File: src/hw/rtl/wsd_pkg.sv
`timescale 1ns / 1ps

package wsd_pkg;

  localparam int unsigned DefaultDepth      = 256;
  localparam int unsigned DefaultHandleBits = 32;
  localparam int unsigned OutQueueDepth     = 3;

  typedef enum logic [1:0] {
    REQ_PUSH  = 2'd0,
    REQ_POP   = 2'd1,
    REQ_STEAL = 2'd2
  } req_e;

  typedef enum logic [1:0] {
    STAT_DONE  = 2'd0,
    STAT_FULL  = 2'd1,
    STAT_EMPTY = 2'd2
  } status_e;

  typedef struct packed {
    status_e status;
    logic    take;
  } res_ctrl_t;

endpackage

File: src/hw/rtl/wsd_outq.sv
`timescale 1ns / 1ps

module wsd_outq import wsd_pkg::*; #(
  parameter int unsigned DEPTH = OutQueueDepth,
  parameter int unsigned WIDTH = 8,
  localparam int unsigned PW = (DEPTH > 1) ? $clog2(DEPTH) : 1,
  localparam int unsigned CW = $clog2(DEPTH + 1)
) (
  input  logic             clk_i,
  input  logic             rst_ni,
  input  logic             push_i,
  input  logic [WIDTH-1:0] data_i,
  input  logic             pop_i,
  output logic             valid_o,
  output logic [WIDTH-1:0] data_o,
  output logic [CW-1:0]    count_o
);

  localparam logic [PW-1:0] LastPtr = PW'(DEPTH - 1);

  logic [WIDTH-1:0] entry_q [DEPTH];
  logic [PW-1:0]    wr_ptr_q, wr_ptr_d, rd_ptr_q, rd_ptr_d;
  logic [CW-1:0]    count_q, count_d;
  logic             do_pop;

  assign do_pop = pop_i && (count_q != '0);

  always_comb begin
    wr_ptr_d = wr_ptr_q;
    rd_ptr_d = rd_ptr_q;
    count_d  = count_q;
    if (push_i) begin
      wr_ptr_d = (wr_ptr_q == LastPtr) ? '0 : wr_ptr_q + PW'(1);
    end
    if (do_pop) begin
      rd_ptr_d = (rd_ptr_q == LastPtr) ? '0 : rd_ptr_q + PW'(1);
    end
    if (push_i && !do_pop) begin
      count_d = count_q + CW'(1);
    end else if (!push_i && do_pop) begin
      count_d = count_q - CW'(1);
    end
  end

  always_ff @(posedge clk_i or negedge rst_ni) begin
    if (!rst_ni) begin
      wr_ptr_q <= '0;
      rd_ptr_q <= '0;
      count_q  <= '0;
    end else begin
      wr_ptr_q <= wr_ptr_d;
      rd_ptr_q <= rd_ptr_d;
      count_q  <= count_d;
    end
  end

  always_ff @(posedge clk_i) begin
    if (push_i) begin
      entry_q[wr_ptr_q] <= data_i;
    end
  end

  assign valid_o = (count_q != '0);
  assign data_o  = entry_q[rd_ptr_q];
  assign count_o = count_q;

endmodule

File: config.mk
export PLATFORM = sky130hd
export DESIGN_NAME = wsd_outq
export DESIGN_NICKNAME = d
export VERILOG_FILES = /design/src/hw/rtl/wsd_pkg.sv /design/src/hw/rtl/wsd_outq.sv
export SDC_FILE = /design/constraint.sdc
export NUM_CORES = 1
export LEC_CHECK = 0
export BUFFER_PORTS_ARGS = -buffer_cell sky130_fd_sc_hd__buf_2
export CORE_UTILIZATION = 47
export CTS_CLUSTER_DIAMETER = 120
export DETAILED_ROUTE_END_ITERATION = 16
export PLACE_DENSITY = 0.72
export SLEW_MARGIN = 0
export SYNTH_ARGS = -nofsm -noshare
export SYNTH_HDL_FRONTEND = slang
export SYNTH_SLANG_ARGS = --single-unit
File: constraint.sdc
create_clock -name clk_i -period 1.4 [get_ports clk_i]
set_input_delay 0.14 -clock clk_i [delete_from_list [all_inputs] [get_ports clk_i]]
set_output_delay 0.14 -clock clk_i [all_outputs]
set_load 0.1 [all_outputs]
==> reports/results.ini <==
[outcome]
outcome=finished with violations
violations=setup timing

[synth]
yosys_warnings=0
synth_area_leaders=edfxtp_1 (62%), dfrtp_1 (13%), mux2i_1 (6.8%)
synth_edf_count=24
synth-xor-area-share=0.0225
synth_common_cells=edfxtp_1 (24), nand2_1 (10), o21ai_1 (9), mux2i_1 (8), dfrtp_1 (6)
syn-num-nets=89
synthSimpleGateAreaFrac=0.0684
synthMuxAreaShare=0.0684
yosysSeqAreaShare=0.744
synth_most_common_cell=edfxtp_1
synth_flop_cell=edfxtp_1
async_flop_share=0.200
synth_top_area_share=0.616
synthesis.instances=76
yosysTopAreaCell=edfxtp_1
synth_compound_area_frac=0.0652
synth.distinct_cells=19
synth_adder_area_share=0.0107
synth_top_family_by_area=multiplexers
syn_area_per_cell_sq_um=15.4
synthesis.area_sq_um=1170
ys_ff_latch=30

[drt]
via_per_inst=5.10
drc=0
drt_iter0_drc=9
wl_per_cell_microns=13.5
ant_nets=0
drt-total-wl_microns=1970
vias=745
firstDrtPassIters=4

[setup_path]
critPathSlowestCell=dfrtp_1
end_kind=output pin
worstPathRequired_ns=1.26
path_cells=buf_4 > mux2i_2 > o21ai_4 > buf_12
cp_max_fo=4
path_class=reg -> out
cp-start-kind=register
cp_slowest_stage_delay_ns=0.40
arrival_ns=1.39

[grt]
overflow=0
grt_pass1_wl_microns=3280
grt_usage=0.182
first_global_vias=736
grt_max_degree=12
antenna_found_initial=0

[timing]
finalHoldViolCount=0
worst_slack_ns=-0.127
fin_crit_ns=1.53
rsz0062_at_grt=true
fin_crit_sh=1.09
tightest_slew_ns=0.481
finClkSkew_ns=0.00720
relSlewSlack=0.681
setup_viol=10
fmax_mhz=655
slew_viol_final=0
fin_tns_setup_ns=-0.929
hold_slack_ns=0.0178

[finish]
nNetsFinal=130
fill_cells=120
area_growth_pct=51.2
antenna_cells=0
drive_gt1_frac=0.559

[placed_design]
port-buffer-count=22
hpwl_microns=1400
gp_congestion=0.709

[clock_network]
clkTransAtPathRegs_ns=0.09
clock_sinks=30
htree_levels=2
clk_latency_ns=0.31
cts_buffers=5
cts.path.max_buffers=2
clk_root_buffer_cell=clkbuf_4
cts_tree=done

[floorplan]
start_util=0.514
die_area_sq_um=2690
rows=17
coreArea_sq_um=2280
die_w_microns=51.9
fp.dieH_microns=51.9
io_pins=23

[worst_hold_path]
hold_class=in -> reg

[flow_run]
max-cap-violations=0

metal layers:
metal,routed length [microns],global-route usage,part of all wire,vias to the layer above
met5,0,0,0,-
met4,30,0.108,0.015,0
met3,91,0.0556,0.046,4
met2,1080,0.312,0.55,19
met1,766,0.195,0.39,367
li1,-,-,-,355
sequential cells by signal, summed over array words and instances (netlist names):
signal / flops
entry_q: 24
count_o: 2
rd_ptr_q: 2
wr_ptr_q: 2
layout make-up:
cell class	count	area (sq um)	area share
Clock buffer	5	37.5	0.0212
Clock inverter	3	40.0	0.0226
Inverter	1	3.75	0.00212
Multi-Input combinational cell	42	410	0.232
Sequential cell	30	878	0.496
Tap cell	28	35.0	0.0198
Timing Repair Buffer	37	364	0.206
worst paths after layout:
check / start / endpoint / slack (ns) / cells past startpoint
setup / recovery: rd_ptr_q[0] / data_o[1] / -0.13 / 4
hold / removal: data_i[3] / entry_q[2][3] / 0.02 / 1
setup reg to reg: count_o[0] / count_o[1] / -0.03 / 6
hold reg to reg: count_o[1] / count_o[1] / 0.56 / 1
max in group asynchronous: rst_ni / count_o[1] / 1.07 / 2
min in group asynchronous: rst_ni / count_o[0] / 0.18 / 2
repair_timing:
action,4_1_cts,5_1_grt
hold endpoints to repair,6,0
buffers inserted,1,2
endpoints found under the setup margin,9,10
hold buffers,1,0
pin swaps,1,2
gates resized for setup,8,6
kinds of logic after synthesis:
logic type | count (synthesis)
AO/OA/AOI/OAI | 13
XOR/XNOR | 3
adder cells (fa/ha/maj) | 1
buffers and inverters | 4
flip-flops | 30
multiplexers | 8
AND/OR/NAND/NOR | 17
through the flow:
| stage | worst slack, ns | instance area (sq um) | util | instances |
|---|---|---|---|---|
| 4_1_cts | -0.143 | 1730 | 0.761 | 144 |
| 3_3_place_gp | 0.136 | 1610 | 0.706 | 134 |
| 2_1_floorplan | -0.0741 | 1280 | - | 76 |
| 3_5_place_dp | 0.105 | 1610 | 0.706 | 134 |
| 6_report | -0.127 | 1770 | 0.777 | 146 |
| 5_1_grt | -0.188 | 1770 | 0.777 | 146 |
cell usage in the layout (no fill, tap or decap):
cell	Yosys	final
a21o_1	3	3
buf_12	0	9
buf_2	1	13
buf_4	2	13
buf_6	0	1
bufinv_16	0	1
clkbuf_4	0	5
clkinv_2	0	2
dfrtp_1	6	4
dfrtp_4	0	2
dlygate4sd3_1	0	1
edfxtp_1	24	24
ha_1	1	1
inv_1	1	1
mux2i_2	0	8
nand2_1	10	10
nand2b_1	1	1
nor2_1	2	2
nor3_1	1	1
nor3_2	1	1
nor3b_2	0	1
o21ai_1	9	1
o21ai_4	0	9
or2_4	0	1
xnor2_1	1	1
xor2_1	2	2
worst max-delay path, delay by kind of cell, from the launching register on:
kind	cells	cell delay, ns
flip-flops	1	0.40
buffers and inverters	2	0.36
multiplexers	1	0.16
AO/OA/AOI/OAI	1	0.15
Power is not shown: default switching activity piles up to over one toggle a cycle in this logic, so the estimate is an artifact.
